<file path="src/rtl/krt_pkg.sv">
// ----------------------------------------------------------------------------
// krt_pkg: shared types and constants for the keyed record table
// Operation codes, status codes, controller states and field widths.
// ----------------------------------------------------------------------------
package krt_pkg;

	// Widths of the request and response fields.
	localparam int KEY_W   = 32;
	localparam int VALUE_W = 32;
	localparam int FUNC_W  = 2;
	localparam int STAT_W  = 2;
	localparam int COUNT_W = 5;

	// Operation carried by a request transaction.
	typedef enum logic [FUNC_W-1:0] {
		OP_INSERT = 2'd0,
		OP_LOOKUP = 2'd1,
		OP_UPDATE = 2'd2,
		OP_REMOVE = 2'd3
	} op_t;

	// Status returned with every response transaction.
	typedef enum logic [STAT_W-1:0] {
		STAT_OK      = 2'd0,
		STAT_PRESENT = 2'd1,
		STAT_ABSENT  = 2'd2,
		STAT_FULL    = 2'd3
	} status_t;

	// Controller states.
	typedef enum logic [1:0] {
		S_IDLE,
		S_SCAN,
		S_SHIFT,
		S_DONE
	} state_t;

endpackage

</file>
<file path="src/rtl/krt_ram.sv">
// ----------------------------------------------------------------------------
// krt_ram: generic single-write, single-read synchronous RAM
// One write port and one read port; the read data is registered.
// ----------------------------------------------------------------------------
module krt_ram #(
	parameter int WIDTH  = 32,
	parameter int DEPTH  = 16,
	parameter int ADDR_W = (DEPTH > 1) ? $clog2(DEPTH) : 1
) (
	input  logic              clk,
	input  logic              we,
	input  logic [ADDR_W-1:0] waddr,
	input  logic [WIDTH-1:0]  wdata,
	input  logic [ADDR_W-1:0] raddr,
	output logic [WIDTH-1:0]  rdata
);

	logic [WIDTH-1:0] mem_q [DEPTH];

	// Write port and registered read port.
	always_ff @(posedge clk) begin
		if (we) begin
			mem_q[waddr] <= wdata;
		end
		rdata <= mem_q[raddr];
	end

endmodule

</file>
<file path="src/rtl/keyed_record_table.sv">
// ----------------------------------------------------------------------------
// keyed_record_table: packed key/value table with linear search
// Holds up to ENTRIES unique key/value pairs in insertion order. Requests
// insert, look up, update or remove a key; removal compacts the table.
// ----------------------------------------------------------------------------
//
//  Channel  | Handshake              | Payload
//  ---------+------------------------+---------------------------------------
//  request  | req_valid / req_ready  | func, key, value
//  response | rsp_valid / rsp_ready  | status, value_out, entry_count
//
// A scan stops at the slot that holds the key, or once every stored key has
// been compared when it is missing. Keys are scanned one per cycle through the
// key RAM read port, with values alongside. A remove of a slot then shifts
// the later entries: they move down one slot per cycle through the read and
// write ports. Reset clears the entry count; the RAMs are not cleared.
// A request is taken only while the controller is idle; a finished response
// waits in the output register while the next request is accepted.
module keyed_record_table #(
	parameter int ENTRIES = 16
) (
	input  logic                                clk,
	input  logic                                arst_n,
	input  logic                                req_valid,
	output logic                                req_ready,
	input  logic [krt_pkg::FUNC_W-1:0]          func,
	input  logic signed [krt_pkg::KEY_W-1:0]    key,
	input  logic [krt_pkg::VALUE_W-1:0]         value,
	output logic                                rsp_valid,
	input  logic                                rsp_ready,
	output logic [krt_pkg::STAT_W-1:0]          status,
	output logic [krt_pkg::VALUE_W-1:0]         value_out,
	output logic [krt_pkg::COUNT_W-1:0]         entry_count
);

	localparam int AW = (ENTRIES > 1) ? $clog2(ENTRIES) : 1;
	localparam int CW = $clog2(ENTRIES + 1);

	krt_pkg::state_t  state_q, state_d;
	krt_pkg::op_t     func_q;
	logic [krt_pkg::KEY_W-1:0]   key_q;
	logic [krt_pkg::VALUE_W-1:0] value_q;
	logic [CW-1:0]    count_q;
	logic [CW-1:0]    idx_q;

	// Compare stage of the scan and write stage of the shift.
	logic             cmp_v_s1;
	logic [AW-1:0]    cmp_idx_s1;
	logic             sh_v_s1;
	logic [AW-1:0]    sh_idx_s1;

	// Result waiting for the output register.
	krt_pkg::status_t res_status_q;
	logic [krt_pkg::VALUE_W-1:0] res_value_q;

	// Output register.
	logic             rsp_valid_q;
	krt_pkg::status_t status_q;
	logic [krt_pkg::VALUE_W-1:0] value_out_q;
	logic [krt_pkg::COUNT_W-1:0] entry_count_q;

	// Memory ports and controller decisions.
	logic             issue;
	logic             hit;
	logic             resolved;
	logic             rsp_load;
	logic             kwe, vwe;
	logic [AW-1:0]    waddr;
	logic [krt_pkg::KEY_W-1:0]   kwdata, key_rdata;
	logic [krt_pkg::VALUE_W-1:0] vwdata, val_rdata;

	krt_ram #(.WIDTH(krt_pkg::KEY_W), .DEPTH(ENTRIES), .ADDR_W(AW)) u_key_ram (
		.clk   (clk),
		.we    (kwe),
		.waddr (waddr),
		.wdata (kwdata),
		.raddr (idx_q[AW-1:0]),
		.rdata (key_rdata)
	);

	krt_ram #(.WIDTH(krt_pkg::VALUE_W), .DEPTH(ENTRIES), .ADDR_W(AW)) u_val_ram (
		.clk   (clk),
		.we    (vwe),
		.waddr (waddr),
		.wdata (vwdata),
		.raddr (idx_q[AW-1:0]),
		.rdata (val_rdata)
	);

	// A scan hits when the key read last cycle matches; it misses once every
	// stored key has been compared.
	assign hit      = cmp_v_s1 && (key_rdata == key_q);
	assign resolved = hit || (!cmp_v_s1 && (idx_q == count_q));

	// Next state, memory writes and read issue.
	always_comb begin
		state_d   = state_q;
		req_ready = 1'b0;
		issue     = 1'b0;
		kwe       = 1'b0;
		vwe       = 1'b0;
		waddr     = '0;
		kwdata    = key_q;
		vwdata    = value_q;
		rsp_load  = 1'b0;
		unique case (state_q)
			krt_pkg::S_IDLE: begin
				req_ready = 1'b1;
				if (req_valid) begin
					state_d = krt_pkg::S_SCAN;
				end
			end
			krt_pkg::S_SCAN: begin
				issue = !hit && (idx_q < count_q);
				if (resolved) begin
					case (func_q)
						krt_pkg::OP_INSERT: begin
							if (!hit && (count_q != CW'(ENTRIES))) begin
								kwe   = 1'b1;
								vwe   = 1'b1;
								waddr = count_q[AW-1:0];
							end
						end
						krt_pkg::OP_UPDATE: begin
							if (hit) begin
								vwe   = 1'b1;
								waddr = cmp_idx_s1;
							end
						end
						default: begin
						end
					endcase
					if ((func_q == krt_pkg::OP_REMOVE) && hit) begin
						state_d = krt_pkg::S_SHIFT;
					end else begin
						state_d = krt_pkg::S_DONE;
					end
				end
			end
			krt_pkg::S_SHIFT: begin
				issue  = idx_q < count_q;
				kwe    = sh_v_s1;
				vwe    = sh_v_s1;
				waddr  = sh_idx_s1;
				kwdata = key_rdata;
				vwdata = val_rdata;
				if (!issue && !sh_v_s1) begin
					state_d = krt_pkg::S_DONE;
				end
			end
			krt_pkg::S_DONE: begin
				rsp_load = !rsp_valid_q || rsp_ready;
				if (rsp_load) begin
					state_d = krt_pkg::S_IDLE;
				end
			end
			default: begin
				state_d = krt_pkg::S_IDLE;
			end
		endcase
	end

	// State register.
	always_ff @(posedge clk or negedge arst_n) begin
		if (!arst_n) begin
			state_q <= krt_pkg::S_IDLE;
		end else begin
			state_q <= state_d;
		end
	end

	// Control registers: read pointer, entry count and stage valids.
	always_ff @(posedge clk or negedge arst_n) begin
		if (!arst_n) begin
			idx_q       <= '0;
			count_q     <= '0;
			cmp_v_s1    <= 1'b0;
			sh_v_s1     <= 1'b0;
			rsp_valid_q <= 1'b0;
		end else begin
			cmp_v_s1 <= (state_q == krt_pkg::S_SCAN) && issue;
			sh_v_s1  <= (state_q == krt_pkg::S_SHIFT) && issue;
			if (req_valid && req_ready) begin
				idx_q <= '0;
			end else if (issue) begin
				idx_q <= idx_q + 1'b1;
			end else if ((state_q == krt_pkg::S_SCAN) && hit) begin
				// A remove continues by moving the entry above the slot down.
				idx_q <= CW'(cmp_idx_s1) + 1'b1;
			end
			if ((state_q == krt_pkg::S_SCAN) && resolved && !hit
					&& (func_q == krt_pkg::OP_INSERT) && (count_q != CW'(ENTRIES))) begin
				count_q <= count_q + 1'b1;
			end else if ((state_q == krt_pkg::S_SHIFT) && (state_d == krt_pkg::S_DONE)) begin
				count_q <= count_q - 1'b1;
			end
			if (rsp_load) begin
				rsp_valid_q <= 1'b1;
			end else if (rsp_ready) begin
				rsp_valid_q <= 1'b0;
			end
		end
	end

	// Payload registers: request fields, stage addresses and results.
	always_ff @(posedge clk) begin
		if (req_valid && req_ready) begin
			func_q  <= krt_pkg::op_t'(func);
			key_q   <= $unsigned(key);
			value_q <= value;
		end
		cmp_idx_s1 <= idx_q[AW-1:0];
		sh_idx_s1  <= idx_q[AW-1:0] - 1'b1;
		if ((state_q == krt_pkg::S_SCAN) && resolved) begin
			res_value_q <= '0;
			case (func_q)
				krt_pkg::OP_INSERT: begin
					if (hit) begin
						res_status_q <= krt_pkg::STAT_PRESENT;
					end else if (count_q == CW'(ENTRIES)) begin
						res_status_q <= krt_pkg::STAT_FULL;
					end else begin
						res_status_q <= krt_pkg::STAT_OK;
					end
				end
				krt_pkg::OP_LOOKUP: begin
					res_status_q <= hit ? krt_pkg::STAT_OK : krt_pkg::STAT_ABSENT;
					if (hit) begin
						res_value_q <= val_rdata;
					end
				end
				default: begin
					res_status_q <= hit ? krt_pkg::STAT_OK : krt_pkg::STAT_ABSENT;
				end
			endcase
		end
		if (rsp_load) begin
			status_q      <= res_status_q;
			value_out_q   <= res_value_q;
			entry_count_q <= krt_pkg::COUNT_W'(count_q);
		end
	end

	assign rsp_valid   = rsp_valid_q;
	assign status      = status_q;
	assign value_out   = value_out_q;
	assign entry_count = entry_count_q;

	// The table never holds more entries than it has slots.
	a_count_bound: assert property (@(posedge clk) disable iff (!arst_n)
		count_q <= CW'(ENTRIES))
		else $error("entry count exceeds capacity");

	// A shift write always lands on a slot that holds a live entry.
	a_shift_in_range: assert property (@(posedge clk) disable iff (!arst_n)
		sh_v_s1 |-> (CW'(sh_idx_s1) < count_q))
		else $error("shift write outside the packed entries");

	// The compare stage is only live while scanning.
	a_cmp_in_scan: assert property (@(posedge clk) disable iff (!arst_n)
		cmp_v_s1 |-> (state_q == krt_pkg::S_SCAN))
		else $error("key compare outside a scan");

	// A new response appears only after the controller finished a request.
	a_rsp_from_done: assert property (@(posedge clk) disable iff (!arst_n)
		$rose(rsp_valid_q) |-> ($past(state_q) == krt_pkg::S_DONE))
		else $error("response raised without a finished request");

	// A removal leaves exactly one entry fewer.
	a_remove_count: assert property (@(posedge clk) disable iff (!arst_n)
		((state_q == krt_pkg::S_SHIFT) && (state_d == krt_pkg::S_DONE))
		|=> (count_q == $past(count_q) - 1'b1))
		else $error("remove did not shrink the table by one");

endmodule
</file>
<file path="config.mk">
export PLATFORM = sky130hd
export DESIGN_NAME = keyed_record_table
export DESIGN_NICKNAME = d
export VERILOG_FILES = /design/src/rtl/krt_pkg.sv /design/src/rtl/krt_ram.sv /design/src/rtl/keyed_record_table.sv
export SDC_FILE = /design/constraint.sdc
export NUM_CORES = 1
export LEC_CHECK = 0
export BUFFER_PORTS_ARGS = -buffer_cell sky130_fd_sc_hd__buf_2
export CAP_MARGIN = 30
export CORE_MARGIN = 4
export CORE_UTILIZATION = 31
export DETAILED_ROUTE_END_ITERATION = 6
export PLACE_DENSITY = 0.47
export SLEW_MARGIN = 20
export SYNTH_ARGS = -nofsm -noshare
export SYNTH_HDL_FRONTEND = slang
export SYNTH_HIERARCHICAL = 1
export SYNTH_SLANG_ARGS = --single-unit
</file>
<file path="constraint.sdc">
create_clock -name clk -period 16.6 [get_ports clk]
set_input_delay 0.83 -clock clk [delete_from_list [all_inputs] [get_ports clk]]
set_output_delay 0.83 -clock clk [all_outputs]
set_load 0.005 [all_outputs]
</file>
==> run_results.csv <==
group,metric,value,unit
route,drt_iter0_drc,1607,
placed_design,gp_congestion,0.754,
hold_path,hold_path_class,"in2reg",
placed_design,dpl.hpwl,67300,um
die,io_pins,111,
route,ant_nets,0,
die,std_cell_rows,142,
placed_design,place_ws,10360,ps
timing,drv_slew,0,
synthesis,synthesis.instances,2181,
synthesis,netlist_area,46900,um^2
synthesis,ys_async_sr_fraction,0.0120,
clock_tree,ctsResizeCount,0,
synthesis,avgSynthCellArea,21.5,um^2
clock_tree,cts_buffers,137,
setup_path,critPathSlowestCell,"nor3_4",
timing,rsz0062_at_grt,"false",
clock_tree,cts_root_buf,"clkbuf_16",
placed_design,portBuffers,110,
setup_path,rr_worst_depth,11,
timing,setup_viol,0,
placed_design,place_inst,4260,
timing,fin_skew,34.8,ps
route,drt_pre_antenna_iters,5,
run,maxCapViolations,0,
timing,slew_headroom,0.367,
route,wl_per_cell,24.5,um
power,finalPower,8.13,mW
hold_path,holdPathStages,1,
setup_path,critPathLaunchType,"register",
die,die_area,158000,um^2
cells_and_area,finalNetCount,2471,
timing,worst_pin_slew,949,ps
die,coreArea,150000,um^2
grt,grt_pass1_vias,23600,
timing,period_share,0.371,
synthesis,yosysUniqueCellTypes,59,
clock_tree,clock-sinks,1250,
clock_tree,clk_latency,770,ps
setup_path,crit_chain,"xor2_1, or4_1, or4_1, nor3_4, o21a_2, buf_4, nand3b_1, o21ai_0, nand3b_1, nor2_4, buf_4",
synthesis,synth-seq-area-share,0.783,
synthesis,syn_nets,2266,
status,status,"finished, final reports clean",
route,viasPerCell,4.84,
setup_path,crit_path_max_fanout,36,
die,die_h,397,um
synthesis,synth_edf_count,1163,
grt,globalRouteOverflowTotal,0,
cells_and_area,final_layout_size_suffix_gt1_frac,0.294,
synthesis,synth_flop_cell,"edfxtp_1",
die,start_util,0.313,
setup_path,cp.arrival,6570,ps
timing,finalSetupTns,0,ps
grt,grt_pass1_wl,164000,um
clock_tree,ctsLongestPathBuffers,3,
power,ir_drop,0.0000759,V
route,drc,0,
timing,worst_slack,10450,ps
cells_and_area,antenna_cells,0,
die,fp.dieW,397,um
route,via_count,21800,
cells_and_area,syn2layout_area_growth,17.0,%
clock_tree,cts_hold_buf,1,
setup_path,cp_slowest_stage_delay,750,ps
setup_path,end_kind,"register",
grt,antenna_found_initial,8,
grt,grt_usage,0.141,
power,p_leak,17.2,nW
clock_tree,htreeDepth,4,
timing,hold_viol_final,0,
setup_path,worst_ep_required_time,17020,ps
synthesis,ys_ff_latch,1250,
clock_tree,cts_tree,"built",
timing,timing.final.crit_period,6150,ps
power,p_per_area,148,nW/um^2
synthesis,yosysWarnings,6,
grt,grt_max_degree,63,
clock_tree,post_cts_buffers,0,
route,routed_wl,111000,um
clock_tree,clk_pin_slew,60,ps
setup_path,crit_type,"reg2reg",
cells_and_area,fin_cells,4511,
timing,clock.fmax,0.163,GHz
[cells in the mapped netlist (5+ instances only)]
cell | n | share of area
o21ai_0 | 13 | 0.0014
a22oi_1 | 128 | 0.020
xor2_1 | 12 | 0.0022
buf_2 | 16 | 0.0017
dfrtp_1 | 15 | 0.0080
buf_1 | 22 | 0.0018
dfxtp_1 | 72 | 0.031
a21oi_1 | 13 | 0.0014
mux2_2 | 65 | 0.016
nand2_1 | 82 | 0.0066
nand4_1 | 11 | 0.0015
and2_1 | 37 | 0.0049
clkbuf_1 | 51 | 0.0041
xnor2_1 | 26 | 0.0049
ha_1 | 14 | 0.0037
edfxtp_1 | 1163 | 0.74
buf_4 | 19 | 0.0030
nand3_1 | 11 | 0.0012
nor2_1 | 45 | 0.0036
inv_1 | 14 | 0.0011
mux4_2 | 256 | 0.12
nand2b_1 | 5 | 0.00067
nand3b_1 | 5 | 0.00080
nor3_1 | 19 | 0.0020
nor2b_1 | 7 | 0.00093
[path summary, 6_finish.rpt]
kind | to | slack [ps] | startpoint
worst max-delay path | u_key_ram/mem_q[7][27]$_DFFE_PP_ | 10450 | key_q[0]$_DFFE_PP_
worst min-delay path | value_q[13]$_DFFE_PP_ | 240 | value[13]
worst max register to register | u_key_ram/mem_q[7][27]$_DFFE_PP_ | 10450 | key_q[0]$_DFFE_PP_
worst min register to register | value_out[25]$_DFFE_PP_ | 410 | res_value_q[25]$_SDFFCE_PN0N_
max in group asynchronous | idx_q[1]$_DFFE_PN0P_ | 15710 | arst_n
min in group asynchronous | rsp_valid$_DFFE_PN0P_ | 580 | arst_n
[flip-flops by register name, summed over array words and instances, names as in the netlist, 2 cells and up]
signal           flops
u_val_ram/mem_q    512
value_out           32
status               2
u_key_ram/rdata     32
cmp_idx_s1           4
entry_count          5
value_q             32
idx_q                5
res_status_q         2
sh_idx_s1            4
res_value_q         32
state_q              2
u_key_ram/mem_q    512
u_val_ram/rdata     32
count_q              5
key_q               32
func_q               2
[critical path: cells and delay by family, from the launching register on]
kind / cells / cell delay [ps]
DFF: 1 / 410
AOI/OAI and AO/OA: 2 / 970
buffers and inverters: 2 / 960
xor gates and xnor gates: 1 / 190
and+or+nand+nor: 6 / 3210
[layer usage]
metal	routed length, um	GRT usage	vias up	part of all wire
li1	-	-	9471	-
met1	47300	0.185	11700	0.43
met2	55900	0.240	468	0.51
met3	4620	0.0255	168	0.042
met4	2680	0.0424	0	0.024
met5	0	0	-	0
[placed cells by master (no fill, tap or decap), types with 5 or more instances in the layout]
| master | instances |
|---|---|
| clkinv_4 | 5 |
| nand4_1 | 11 |
| buf_16 | 8 |
| inv_1 | 13 |
| and2_1 | 34 |
| dfrtp_1 | 13 |
| buf_4 | 52 |
| mux4_2 | 256 |
| edfxtp_1 | 1163 |
| mux2_2 | 65 |
| nor2_1 | 19 |
| nor3_1 | 11 |
| xor2_1 | 12 |
| nor3_2 | 8 |
| clkbuf_16 | 137 |
| buf_2 | 110 |
| clkinv_16 | 6 |
| bufinv_16 | 7 |
| nor2_4 | 26 |
| xnor2_1 | 26 |
| clkbuf_8 | 8 |
| nand3_1 | 11 |
| clkinv_1 | 21 |
| clkinv_2 | 9 |
| a22oi_1 | 128 |
| ha_1 | 13 |
| dfxtp_1 | 72 |
| o21ai_0 | 11 |
| nand2b_1 | 5 |
| nand2_1 | 82 |
| clkbuf_1 | 42 |
| nand3b_1 | 5 |
| inv_6 | 5 |
| a21oi_1 | 13 |
[cell type report]
class                           count  area, um^2
Tap cell                         2016        2520
Clock inverter                     61         709
Clock buffer                      187        3700
Fill cell                       13700       95200
Inverter                           14        55.1
Multi-Input combinational cell    809        9930
Timing Repair Buffer              174        1230
Sequential cell                  1250       36700
[per-stage QoR]
stage               hold slack [ps]   util  area [um^2]
floorplan                       400      -        46900
global placement                400  0.334        50200
detailed placement              405  0.336        50400
CTS                             146  0.365        54800
global route                    176  0.366        54900
finish                          240  0.366        54900
[kinds of logic after synthesis]
group / count (synthesis) / synth area share
fa+ha+maj: 15 / 0.00416
mux: 325 / 0.139
flops: 1250 / 0.783
compound gates: 188 / 0.0289
simple gates: 243 / 0.0259
xor+xnor: 38 / 0.00709
buf+inv: 122 / 0.0117
[where the power goes]
part	internal [mW]	switching [mW]	leakage (nW)	total (mW)
clock network	1.69	1.25	2.11	2.94
logic	0.630	0.747	3.82	1.38
registers	3.68	0.131	11.2	3.81
Power figures use the tool's default switching activity.
